File: src/design/gyro_heading_turn_controller_assert.svh
// ----------------------------------------------------------------------------
// Assertion macros for the gyro heading turn controller
// Checks run on clk and are held off while arst_n is low.
// ----------------------------------------------------------------------------
`ifndef GYRO_HEADING_TURN_CONTROLLER_ASSERT_SVH
`define GYRO_HEADING_TURN_CONTROLLER_ASSERT_SVH

// Same-cycle implication.
`define GHTC_ASSERT_NOW(lbl, ante, cons, msg) \
	lbl: assert property (@(posedge clk) disable iff (!arst_n) (ante) |-> (cons)) \
		else $error(msg);

// Next-cycle implication.
`define GHTC_ASSERT_NEXT(lbl, ante, cons, msg) \
	lbl: assert property (@(posedge clk) disable iff (!arst_n) (ante) |=> (cons)) \
		else $error(msg);

`endif

File: src/design/ghtc_pkg.sv
// ----------------------------------------------------------------------------
// ghtc_pkg
// Types, codes and helper functions shared by the turn controller modules.
// ----------------------------------------------------------------------------
package ghtc_pkg;

	localparam int CFG_ADDR_W = 3;
	localparam int CFG_DATA_W = 13;
	localparam int IN_DATA_W  = 24;
	localparam int OUT_DATA_W = 16;

	localparam logic [CFG_ADDR_W-1:0] REG_QUARTER_TIMEOUT = 3'd0;
	localparam logic [CFG_ADDR_W-1:0] REG_HALF_TIMEOUT    = 3'd1;
	localparam logic [CFG_ADDR_W-1:0] REG_TOLERANCE       = 3'd2;
	localparam logic [CFG_ADDR_W-1:0] REG_QUARTER_SLOW    = 3'd3;
	localparam logic [CFG_ADDR_W-1:0] REG_HALF_SLOW       = 3'd4;

	localparam logic [1:0] FUNC_START  = 2'd0;
	localparam logic [1:0] FUNC_SAMPLE = 2'd1;
	localparam logic [1:0] FUNC_TICK   = 2'd2;
	localparam logic [1:0] FUNC_NOP    = 2'd3;

	localparam logic [1:0] MODE_LEFT  = 2'd0;
	localparam logic [1:0] MODE_RIGHT = 2'd1;
	localparam logic [1:0] MODE_HALF  = 2'd2;
	localparam logic [1:0] MODE_BAD   = 2'd3;

	localparam logic [1:0] FIN_NONE    = 2'd0;
	localparam logic [1:0] FIN_REACHED = 2'd1;
	localparam logic [1:0] FIN_TIMEOUT = 2'd2;

	localparam logic [12:0] ELAPSED_MAX = 13'h1FFF;

	typedef struct packed {
		logic [12:0] quarter_timeout_ms;
		logic [12:0] half_timeout_ms;
		logic [3:0]  tolerance_deg;
		logic [7:0]  quarter_slow_deg;
		logic [8:0]  half_slow_deg;
	} cfg_t;

	typedef struct packed {
		logic [1:0] func;
		logic [1:0] turn_mode;
		logic [7:0] drive_speed;
		logic [8:0] heading_deg;
	} item_t;

	typedef struct packed {
		logic [1:0] finish_code;
		logic       turning;
		logic [7:0] pwm_duty;
		logic       left_back_dir;
		logic       left_front_dir;
		logic       right_back_dir;
		logic       right_front_dir;
	} result_t;

	// Exact floor(x / 5) for 8-bit x: (x * 205) >> 10.
	function automatic logic [7:0] div5(input logic [7:0] x);
		logic [15:0] prod;
		prod = {8'd0, x} * 16'd205;
		return {2'b00, prod[15:10]};
	endfunction

	// Snap a wrapped heading to the nearest cardinal target.
	function automatic logic [8:0] snap_target(input logic [9:0] a);
		logic [8:0] t;
		if (a >= 10'd45 && a < 10'd135) begin
			t = 9'd90;
		end else if (a >= 10'd135 && a < 10'd225) begin
			t = 9'd180;
		end else if (a >= 10'd225 && a < 10'd315) begin
			t = 9'd270;
		end else begin
			t = 9'd360;
		end
		return t;
	endfunction

endpackage

File: src/design/gyro_heading_turn_controller.sv
// ----------------------------------------------------------------------------
// gyro_heading_turn_controller
// Gyro-guided quarter and half turn controller for a four-motor robot.
//
//   Channel   Direction  Handshake          Contents
//   s_*       in         tvalid/tready      start, heading sample or ms tick
//   m_*       out        tvalid/tready      motor directions, duty, status
//   cfg_*     in         cfg_we             timeouts, tolerance, slow angles
//
// A request is registered, evaluated against the turn state combinationally and
// written to the result register.
// One request is taken every cycle while the result register drains.
// The sink stalling holds the result register and then the input register.
// Reset clears the turn state and loads the default configuration.
// ----------------------------------------------------------------------------
module gyro_heading_turn_controller (
	input  logic                               clk,
	input  logic                               arst_n,
	input  logic                               s_tvalid,
	output logic                               s_tready,
	// turn_mode[1:0], drive_speed[9:2], heading_deg[18:10], zero fill
	input  logic [ghtc_pkg::IN_DATA_W-1:0]     s_tdata,
	// func[1:0]
	input  logic [1:0]                         s_tuser,
	output logic                               m_tvalid,
	input  logic                               m_tready,
	// right_front_dir[0], right_back_dir[1], left_front_dir[2], left_back_dir[3],
	// pwm_duty[11:4], turning[12], finish_code[14:13], zero fill
	output logic [ghtc_pkg::OUT_DATA_W-1:0]    m_tdata,
	input  logic                               cfg_we,
	input  logic [ghtc_pkg::CFG_ADDR_W-1:0]    cfg_addr,
	input  logic [ghtc_pkg::CFG_DATA_W-1:0]    cfg_wdata
);
	import ghtc_pkg::*;

	cfg_t    cfg;
	item_t   item_s1;
	logic    valid_s1;
	logic    out_ready;
	logic    advance;
	result_t result;
	result_t out_result;

	assign advance  = valid_s1 && out_ready;
	assign s_tready = !valid_s1 || out_ready;

	always_ff @(posedge clk or negedge arst_n) begin
		if (!arst_n) begin
			valid_s1 <= 1'b0;
		end else if (s_tready) begin
			valid_s1 <= s_tvalid;
		end
	end

	always_ff @(posedge clk) begin
		if (s_tready && s_tvalid) begin
			item_s1.func        <= s_tuser;
			item_s1.turn_mode   <= s_tdata[1:0];
			item_s1.drive_speed <= s_tdata[9:2];
			item_s1.heading_deg <= s_tdata[18:10];
		end
	end

	ghtc_cfg_regs u_cfg (
		.clk       (clk),
		.arst_n    (arst_n),
		.cfg_we    (cfg_we),
		.cfg_addr  (cfg_addr),
		.cfg_wdata (cfg_wdata),
		.cfg       (cfg)
	);

	ghtc_turn_core u_core (
		.clk     (clk),
		.arst_n  (arst_n),
		.advance (advance),
		.item    (item_s1),
		.cfg     (cfg),
		.result  (result)
	);

	ghtc_out_stage u_out (
		.clk        (clk),
		.arst_n     (arst_n),
		.in_valid   (valid_s1),
		.in_result  (result),
		.in_ready   (out_ready),
		.out_valid  (m_tvalid),
		.out_ready  (m_tready),
		.out_result (out_result)
	);

	assign m_tdata = {1'b0, out_result};

`include "gyro_heading_turn_controller_assert.svh"

	`GHTC_ASSERT_NOW(a_finish_stops, m_tvalid && out_result.finish_code != FIN_NONE, !out_result.turning, "finished result still turning")
	`GHTC_ASSERT_NOW(a_idle_quiet, m_tvalid && !out_result.turning, out_result.pwm_duty == 8'd0 && out_result.right_front_dir == 1'b0 && out_result.left_front_dir == 1'b0, "idle result drives motors")
	`GHTC_ASSERT_NOW(a_dir_pair, m_tvalid && out_result.turning, out_result.right_front_dir != out_result.right_back_dir && out_result.left_front_dir != out_result.left_back_dir, "inconsistent motor directions")
	`GHTC_ASSERT_NEXT(a_accept_fills, s_tvalid && s_tready, valid_s1, "accepted request lost")

endmodule

File: src/design/ghtc_cfg_regs.sv
// ----------------------------------------------------------------------------
// ghtc_cfg_regs
// Configuration register file written through a plain write port.
// ----------------------------------------------------------------------------
module ghtc_cfg_regs (
	input  logic                         clk,
	input  logic                         arst_n,
	input  logic                         cfg_we,
	input  logic [ghtc_pkg::CFG_ADDR_W-1:0] cfg_addr,
	input  logic [ghtc_pkg::CFG_DATA_W-1:0] cfg_wdata,
	output ghtc_pkg::cfg_t               cfg
);
	import ghtc_pkg::*;

	cfg_t cfg_q;

	always_ff @(posedge clk or negedge arst_n) begin
		if (!arst_n) begin
			cfg_q.quarter_timeout_ms <= 13'd3000;
			cfg_q.half_timeout_ms    <= 13'd6000;
			cfg_q.tolerance_deg      <= 4'd1;
			cfg_q.quarter_slow_deg   <= 8'd70;
			cfg_q.half_slow_deg      <= 9'd160;
		end else if (cfg_we) begin
			unique case (cfg_addr)
				REG_QUARTER_TIMEOUT: cfg_q.quarter_timeout_ms <= cfg_wdata;
				REG_HALF_TIMEOUT:    cfg_q.half_timeout_ms    <= cfg_wdata;
				REG_TOLERANCE:       cfg_q.tolerance_deg      <= cfg_wdata[3:0];
				REG_QUARTER_SLOW:    cfg_q.quarter_slow_deg   <= cfg_wdata[7:0];
				REG_HALF_SLOW:       cfg_q.half_slow_deg      <= cfg_wdata[8:0];
				default: ;
			endcase
		end
	end

	assign cfg = cfg_q;

endmodule

File: src/design/ghtc_turn_core.sv
// ----------------------------------------------------------------------------
// ghtc_turn_core
// Turn state and the per-request update that yields the next drive result.
// ----------------------------------------------------------------------------
module ghtc_turn_core (
	input  logic             clk,
	input  logic             arst_n,
	input  logic             advance,
	input  ghtc_pkg::item_t  item,
	input  ghtc_pkg::cfg_t   cfg,
	output ghtc_pkg::result_t result
);
	import ghtc_pkg::*;

	logic        active_q;
	logic [1:0]  mode_held_q;
	logic [8:0]  start_heading_q;
	logic [8:0]  target_heading_q;
	logic [7:0]  base_speed_q;
	logic [12:0] elapsed_ms_q;
	logic        slowed_q;

	logic        active_d;
	logic [1:0]  mode_held_d;
	logic [8:0]  start_heading_d;
	logic [8:0]  target_heading_d;
	logic [7:0]  base_speed_d;
	logic [12:0] elapsed_ms_d;
	logic        slowed_d;
	logic [1:0]  fin;

	logic [9:0]  h10;
	logic [9:0]  wrapped;
	logic [9:0]  tol_lo;
	logic [9:0]  tol_hi;
	logic        in_tol;
	logic signed [10:0] turned_left;
	logic signed [10:0] turned_right;
	logic        slow_hit;
	logic [12:0] elapsed_inc;
	logic [12:0] limit;

	always_comb begin
		h10 = {1'b0, item.heading_deg};
		case (item.turn_mode)
			MODE_LEFT: wrapped = (h10 < 10'd90) ? h10 + 10'd270 : h10 - 10'd90;
			MODE_RIGHT: wrapped = (h10 + 10'd90 >= 10'd360) ? h10 - 10'd270 : h10 + 10'd90;
			default: wrapped = (h10 + 10'd180 >= 10'd360) ? h10 - 10'd180 : h10 + 10'd180;
		endcase

		tol_lo = {1'b0, target_heading_q} - {6'd0, cfg.tolerance_deg};
		tol_hi = {1'b0, target_heading_q} + {6'd0, cfg.tolerance_deg};
		in_tol = (h10 >= tol_lo) && (h10 <= tol_hi);

		turned_left  = $signed({2'b00, start_heading_q}) - $signed({2'b00, item.heading_deg});
		turned_right = $signed({2'b00, item.heading_deg}) - $signed({2'b00, start_heading_q});
		case (mode_held_q)
			MODE_LEFT:  slow_hit = turned_left >= $signed({3'b000, cfg.quarter_slow_deg});
			MODE_RIGHT: slow_hit = turned_right >= $signed({3'b000, cfg.quarter_slow_deg});
			default:    slow_hit = turned_right >= $signed({2'b00, cfg.half_slow_deg});
		endcase

		elapsed_inc = (elapsed_ms_q < ELAPSED_MAX) ? elapsed_ms_q + 13'd1 : elapsed_ms_q;
		limit = (mode_held_q == MODE_HALF) ? cfg.half_timeout_ms : cfg.quarter_timeout_ms;

		active_d         = active_q;
		mode_held_d      = mode_held_q;
		start_heading_d  = start_heading_q;
		target_heading_d = target_heading_q;
		base_speed_d     = base_speed_q;
		elapsed_ms_d     = elapsed_ms_q;
		slowed_d         = slowed_q;
		fin              = FIN_NONE;

		unique case (item.func)
			FUNC_START: begin
				if (item.turn_mode != MODE_BAD) begin
					active_d         = 1'b1;
					mode_held_d      = item.turn_mode;
					start_heading_d  = item.heading_deg;
					target_heading_d = snap_target(wrapped);
					base_speed_d     = item.drive_speed;
					elapsed_ms_d     = '0;
					slowed_d         = 1'b0;
				end
			end
			FUNC_SAMPLE: begin
				if (active_q) begin
					if (in_tol) begin
						active_d = 1'b0;
						fin      = FIN_REACHED;
					end else if (slow_hit) begin
						slowed_d = 1'b1;
					end
				end
			end
			FUNC_TICK: begin
				if (active_q) begin
					elapsed_ms_d = elapsed_inc;
					if (elapsed_inc >= limit) begin
						active_d = 1'b0;
						fin      = FIN_TIMEOUT;
					end
				end
			end
			default: ;
		endcase

		result = '0;
		result.finish_code = fin;
		if (active_d) begin
			if (mode_held_d == MODE_LEFT) begin
				result.right_front_dir = 1'b1;
				result.left_back_dir   = 1'b1;
			end else begin
				result.right_back_dir  = 1'b1;
				result.left_front_dir  = 1'b1;
			end
			result.pwm_duty = slowed_d ? div5(base_speed_d) : base_speed_d;
			result.turning  = 1'b1;
		end
	end

	always_ff @(posedge clk or negedge arst_n) begin
		if (!arst_n) begin
			active_q         <= 1'b0;
			mode_held_q      <= MODE_LEFT;
			start_heading_q  <= '0;
			target_heading_q <= '0;
			base_speed_q     <= '0;
			elapsed_ms_q     <= '0;
			slowed_q         <= 1'b0;
		end else if (advance) begin
			active_q         <= active_d;
			mode_held_q      <= mode_held_d;
			start_heading_q  <= start_heading_d;
			target_heading_q <= target_heading_d;
			base_speed_q     <= base_speed_d;
			elapsed_ms_q     <= elapsed_ms_d;
			slowed_q         <= slowed_d;
		end
	end

endmodule

File: src/design/ghtc_out_stage.sv
// ----------------------------------------------------------------------------
// ghtc_out_stage
// Result register that holds a finished result until the sink takes it.
// ----------------------------------------------------------------------------
module ghtc_out_stage (
	input  logic              clk,
	input  logic              arst_n,
	input  logic              in_valid,
	input  ghtc_pkg::result_t in_result,
	output logic              in_ready,
	output logic              out_valid,
	input  logic              out_ready,
	output ghtc_pkg::result_t out_result
);
	import ghtc_pkg::*;

	logic    valid_q;
	result_t result_q;

	assign in_ready = !valid_q || out_ready;

	always_ff @(posedge clk or negedge arst_n) begin
		if (!arst_n) begin
			valid_q <= 1'b0;
		end else if (in_ready) begin
			valid_q <= in_valid;
		end
	end

	always_ff @(posedge clk) begin
		if (in_ready && in_valid) begin
			result_q <= in_result;
		end
	end

	assign out_valid  = valid_q;
	assign out_result = result_q;

endmodule

File: config.mk
export PLATFORM = sky130hd
export DESIGN_NAME = gyro_heading_turn_controller
export DESIGN_NICKNAME = d
export VERILOG_FILES = /design/src/design/ghtc_pkg.sv /design/src/design/gyro_heading_turn_controller.sv /design/src/design/ghtc_cfg_regs.sv /design/src/design/ghtc_turn_core.sv /design/src/design/ghtc_out_stage.sv
export VERILOG_INCLUDE_DIRS = /design/src /design/src/design
export SDC_FILE = /design/constraint.sdc
export NUM_CORES = 1
export LEC_CHECK = 0
export ABC_AREA = 0
export ABC_CLOCK_PERIOD_IN_PS = 5000
export BUFFER_PORTS_ARGS = -buffer_cell sky130_fd_sc_hd__buf_2
export CORE_MARGIN = 2
export CORE_UTILIZATION = 57
export CTS_CLUSTER_DIAMETER = 200
export DETAILED_ROUTE_END_ITERATION = 8
export PLACE_DENSITY = 0.78
export SETUP_SLACK_MARGIN = 0.3
export SYNTH_ARGS = -nofsm -noshare
export SYNTH_HDL_FRONTEND = slang
export SYNTH_HIERARCHICAL = 1
export SYNTH_SLANG_ARGS = --single-unit
File: constraint.sdc
create_clock -name clk -period 5 [get_ports clk]
set_input_delay 0.75 -clock clk [delete_from_list [all_inputs] [get_ports clk]]
set_output_delay 0.75 -clock clk [all_outputs]
set_load 0.05 [all_outputs]
==> impl.org <==
** Final layout
- Area taken by flip-flops and latches :: 0.00338 mm2
- Area used by multi-input combinational logic :: 0.00657 mm2
- Of the cells placed in the final design, the portion with a size suffix greater than 1 is 0.229.
- The final layout contains 1,336 nets.
- Fillers :: 1,339
- Count of non-filler cells in the finished layout :: 1,386
- Utilization after layout :: 0.660
- Layout-stage area growth over the synthesis result :: 14.8%

** STA
- Slew of the pin with the lowest slew margin :: 1200 ps
- On the final layout, the worst hold slack is 368 ps.
- Post-route fraction of the period consumed by the critical path :: 0.969
- Count of final max-slew check failures :: 0
- The number of hold-slack violations in the final timing report is 0.
- Measured against its own limit, the worst slew margin works out to 0.198.
- Timing would allow up to 0.206 GHz.
- Setup repair after global routing missed its margin :: true
- Worst Skew :: 11.5 ps
- Setup violations, final :: 0
- Minimum clock period :: 4850 ps

** Power
- Switching Share :: 0.411
- Internal portion of total power :: 3.43 mW
- The share of total power dissipated in the clock network is 0.207.
- The share of total power dissipated in sequential elements is 0.249.
- Summed over all nets, the switching power comes to 2.39 mW.
- Of the total power, combinational logic draws 0.545.
- In this run the power density over the cells is 494 mW/mm2.
- Largest vdd supply drop :: 0.439 mV
- Leakage power summed over all cells :: 5.38 nW

** CTS
- Post-cts hold buffer count :: 0
- Clock Sink Count :: 127
- Clock buffer depth :: 2
- Clock Tree Root :: clkbuf_16
- After clock tree synthesis, the clock-pin slew on the worst setup and hold paths is 60 ps.
- Number of H-tree levels :: 4
- TritonCTS built the clock tree.
- Number of buffers added by the clock tree synthesis step :: 17
- Clock latency on the worst-skew pair :: 420 ps

** Synthesis
- After synthesis the netlist holds a flip-flop and latch count of 127.
- Netlist area before placement :: 0.0103 mm2
- The cell count after synthesis came out at 1,066.
- For this run, the register share of the synthesized area comes to 0.330.
- Mapped Nets :: 1,259
- The most used flip-flop cell after synthesis is dfrtp_1.
- Number of synthesized flops with an enable pin :: 36
- Top cells by area, synth :: dfrtp_1 (17%), ha_1 (16%), edfxtp_1 (11%), mux2_2 (5.5%), dfstp_2 (5.1%)
- Mapped Avg Cell Area :: 9.63 um2
- The synthesized netlist contains 90 unique library cells.
- dfrtp_1 takes more of the synthesized area than any other cell.
- The share of synthesized area in the top cell type comes to 0.173.
- For this run, asynchronously set or reset flops after synthesis account for 0.717.
- Yosys synthesis warning count :: 6

** Setup path
- Highest net fanout along the worst path :: 4
- Data on the critical path is required at its endpoint by 5140 ps.
- Critical path endpoint category :: register
- The number of cells on the worst reg-to-reg path is 19.
- By startpoint and endpoint, the worst setup path is classified as register to register.
- Standard cell with the maximum stage delay on the critical path :: fa_2
- Cell occurring most often along the worst timing path :: inv_2
- Biggest cell delay along the critical path :: 530 ps
- Number of cells on the critical path :: 19
- The critical path goes through inv_2, ha_4, a21boi_4, buf_6, mux2i_4, inv_2, ha_4, inv_2, fa_1, fa_1, inv_2, fa_2, ha_4, a211o_4, a31oi_4, nor2b_1, or3_1, nand4_1, a21oi_1.
- The critical path contains buffers and inverters numbering 5 combined.
- Startpoint class of the critical path :: register
- Cell family contributing the most delay on the critical path :: adder cells
- Data on the critical path arrives at its endpoint at 4990 ps.

** Routing
- In this run, the number of DRC markers left after iteration 0 of detailed routing was 720.
- The detail route stage leaves a number of antenna-violating nets equal to 0.
- Post-detailed-route via-to-cell ratio :: 6.03
- Summing over every cut layer, the via total after detailed routing is 8,357.
- Routed length per instance :: 18.4 um
- Detailed-routing iteration count for the pre-antenna-repair pass :: 6
- Wirelength, routed :: 25.6 mm
- Number of remaining DRC errors :: 0

** Placed design
- Total placed cells including tap cells :: 1,333
- Detailed placement finished with a half-perimeter wire length of 18.0 mm.
- The congestion estimate from routability-driven global placement came to 0.942.
- Number of input and output port buffers inserted :: 58

** Global route
- Wire length of the first global-routing pass :: 41.2 mm
- Antenna violations before repair :: 0
- Pin count of the biggest net entering global routing :: 54
- For this run, the total global-route usage over all layers was measured as 0.265.
- The total overflow left after global routing is 0.
- The number of global-route vias before repair is 8,283.

** Die
- Vertical die dimension :: 138 um
- The floorplan has 49 rows.
- The die covers 0.0191 mm2.
- For this configuration, the core starts out at a cell density of 0.575.
- Width of the die :: 138 um
- Core box area :: 0.0178 mm2
- I/O Pins :: 65

** Run status
- Outcome :: finished clean

** Hold path
- Worst min-delay path class :: primary input to asynchronous set/reset pin

** Run
- Max-cap viol count :: 0
==> Yosys cell counts, types with 4 or more instances <==
cell type,instances
mux2i_1,20
dfrtp_1,71
a211o_1,4
o21ai_1,5
buf_4,5
mux2_2,50
a2111oi_0,5
a21oi_1,40
nand3_1,14
or2_2,5
nor2b_1,12
nand4_1,14
o211ai_1,8
o21ai_0,58
a211oi_1,12
or3_1,4
clkbuf_1,19
and3_1,6
nor3_1,14
fa_1,15
inv_1,95
o221ai_1,5
nand2_1,103
nand2b_1,9
a22o_1,12
buf_6,5
xnor2_1,34
a21boi_1,4
a31o_2,4
buf_2,8
edfxtp_1,36
o31ai_1,5
o31a_1,4
and2_1,10
ha_1,131
xor2_1,17
a31oi_1,5
a21o_1,25
o21a_1,10
nor2_1,73
dfstp_2,20
==> layer usage <==
metal  wire (um)  global-route usage  vias up
met2       12700               0.454      306
met1       10800               0.342     4035
li1            -                   -     3962
met4         610              0.0892        0
met5           0                   0        -
met3        1430              0.0461       54
==> placed cells by master (no fill, tap or decap), types with 12 or more instances in the layout <==
master / instances
xnor2_1: 34
nor3_1: 14
ha_1: 121
nor2b_1: 12
dfrtp_1: 71
nand3_1: 14
edfxtp_1: 36
a21o_1: 25
inv_1: 89
mux2_2: 50
a21oi_1: 39
buf_2: 57
nor2_1: 72
clkbuf_16: 17
mux2i_1: 18
fa_1: 14
buf_4: 38
dfstp_2: 20
nand4_1: 14
xor2_1: 17
a22o_1: 12
o21ai_0: 54
nand2_1: 97
==> cells by family (layout without fill, tap and decap cells) <==
| family | count (synthesis) | in the layout | synth area share |
|---|---|---|---|
| DFF | 127 | 127 | 0.330 |
| and+or+nand+nor | 284 | 284 | 0.136 |
| buffers and inverters | 139 | 229 | 0.0574 |
| adders and majority gates | 146 | 146 | 0.189 |
| other | 1 | 2 | 0.000365 |
| xor gates and xnor gates | 51 | 51 | 0.0435 |
| muxes | 70 | 70 | 0.0743 |
| AOI/OAI and AO/OA | 248 | 248 | 0.170 |
==> flip-flops by register name, summed over array words and instances (netlist names) <==
signal	count
u_cfg/cfg	47
item_s1	21
u_out/out_result	15
u_core/elapsed_ms_q	13
u_core/start_heading_q	9
u_core/base_speed_q	8
u_core/target_heading_q	8
u_core/mode_held_q	2
u_core/active_q	1
u_core/slowed_q	1
u_out/out_valid	1
valid_s1	1
==> metrics by stage <==
step	setup slack [ps]	TNS [ps]	power, mW	area (um2)
6_report	154	0	5.83	11800
5_1_grt	16.1	0	6.26	11800
4_1_cts	252	0	5.58	11600
3_5_place_dp	-69.7	-114	4.24	10800
3_3_place_gp	12.0	0	4.14	10800
2_1_floorplan	300	0	3.59	10300
==> repair_timing <==
action | 4_1_cts | 5_1_grt
cloned | 0 | 0
endpoints found under the hold margin | 0 | 0
pin swaps | 12 | 8
gates resized for setup | 24 | 22
setup endpoints to repair | 6 | 13
buffers inserted | 14 | 6
==> worst register-to-register path, stage by stage, from the launching register on <==
cell	delay [ps]
edfxtp_1	420
inv_2	100
ha_4	160
a21boi_4	240
buf_6	150
mux2i_4	250
inv_2	80
ha_4	270
inv_2	40
fa_1	460
fa_1	510
inv_2	40
fa_2	530
ha_4	200
a211o_4	350
a31oi_4	200
nor2b_1	60
or3_1	310
nand4_1	110
a21oi_1	80
==> power groups by stage <==
stage / logic [mW] / registers [mW] / clock network, mW
after floorplan: 2.10 / 1.49 / 0
after global placement: 2.68 / 1.45 / 0
after detailed placement: 2.78 / 1.46 / 0
after CTS: 2.92 / 1.45 / 1.21
after global routing: 3.53 / 1.48 / 1.26
final: 3.17 / 1.45 / 1.20
==> final timing paths <==
check	from	end	slack, ps
min	arst_n	u_cfg/cfg[1]$_DFFE_PN0P_	370
max reg2reg	item_s1[20]$_DFFE_PP_	u_out/out_result[7]$_DFFE_PP_	150
min reg2reg	item_s1[13]$_DFFE_PP_	u_core/base_speed_q[4]$_DFFE_PN0P_	470
max	item_s1[20]$_DFFE_PP_	u_out/out_result[7]$_DFFE_PP_	150
max in group asynchronous	arst_n	u_cfg/cfg[42]$_DFFE_PN1P_	3640
min in group clk	item_s1[13]$_DFFE_PP_	u_core/base_speed_q[4]$_DFFE_PN0P_	470
==> final cells by class <==
cell class / count / share of cell area
diodes: 1 / 0.000212
clock buffers: 23 / 0.0380
clock inverters: 9 / 0.00934
inverters: 98 / 0.0312
multi-input cells: 800 / 0.558
flip-flops and latches: 127 / 0.287
well taps: 229 / 0.0243
repair buffers: 99 / 0.0522
Power figures use the tool's default switching activity.
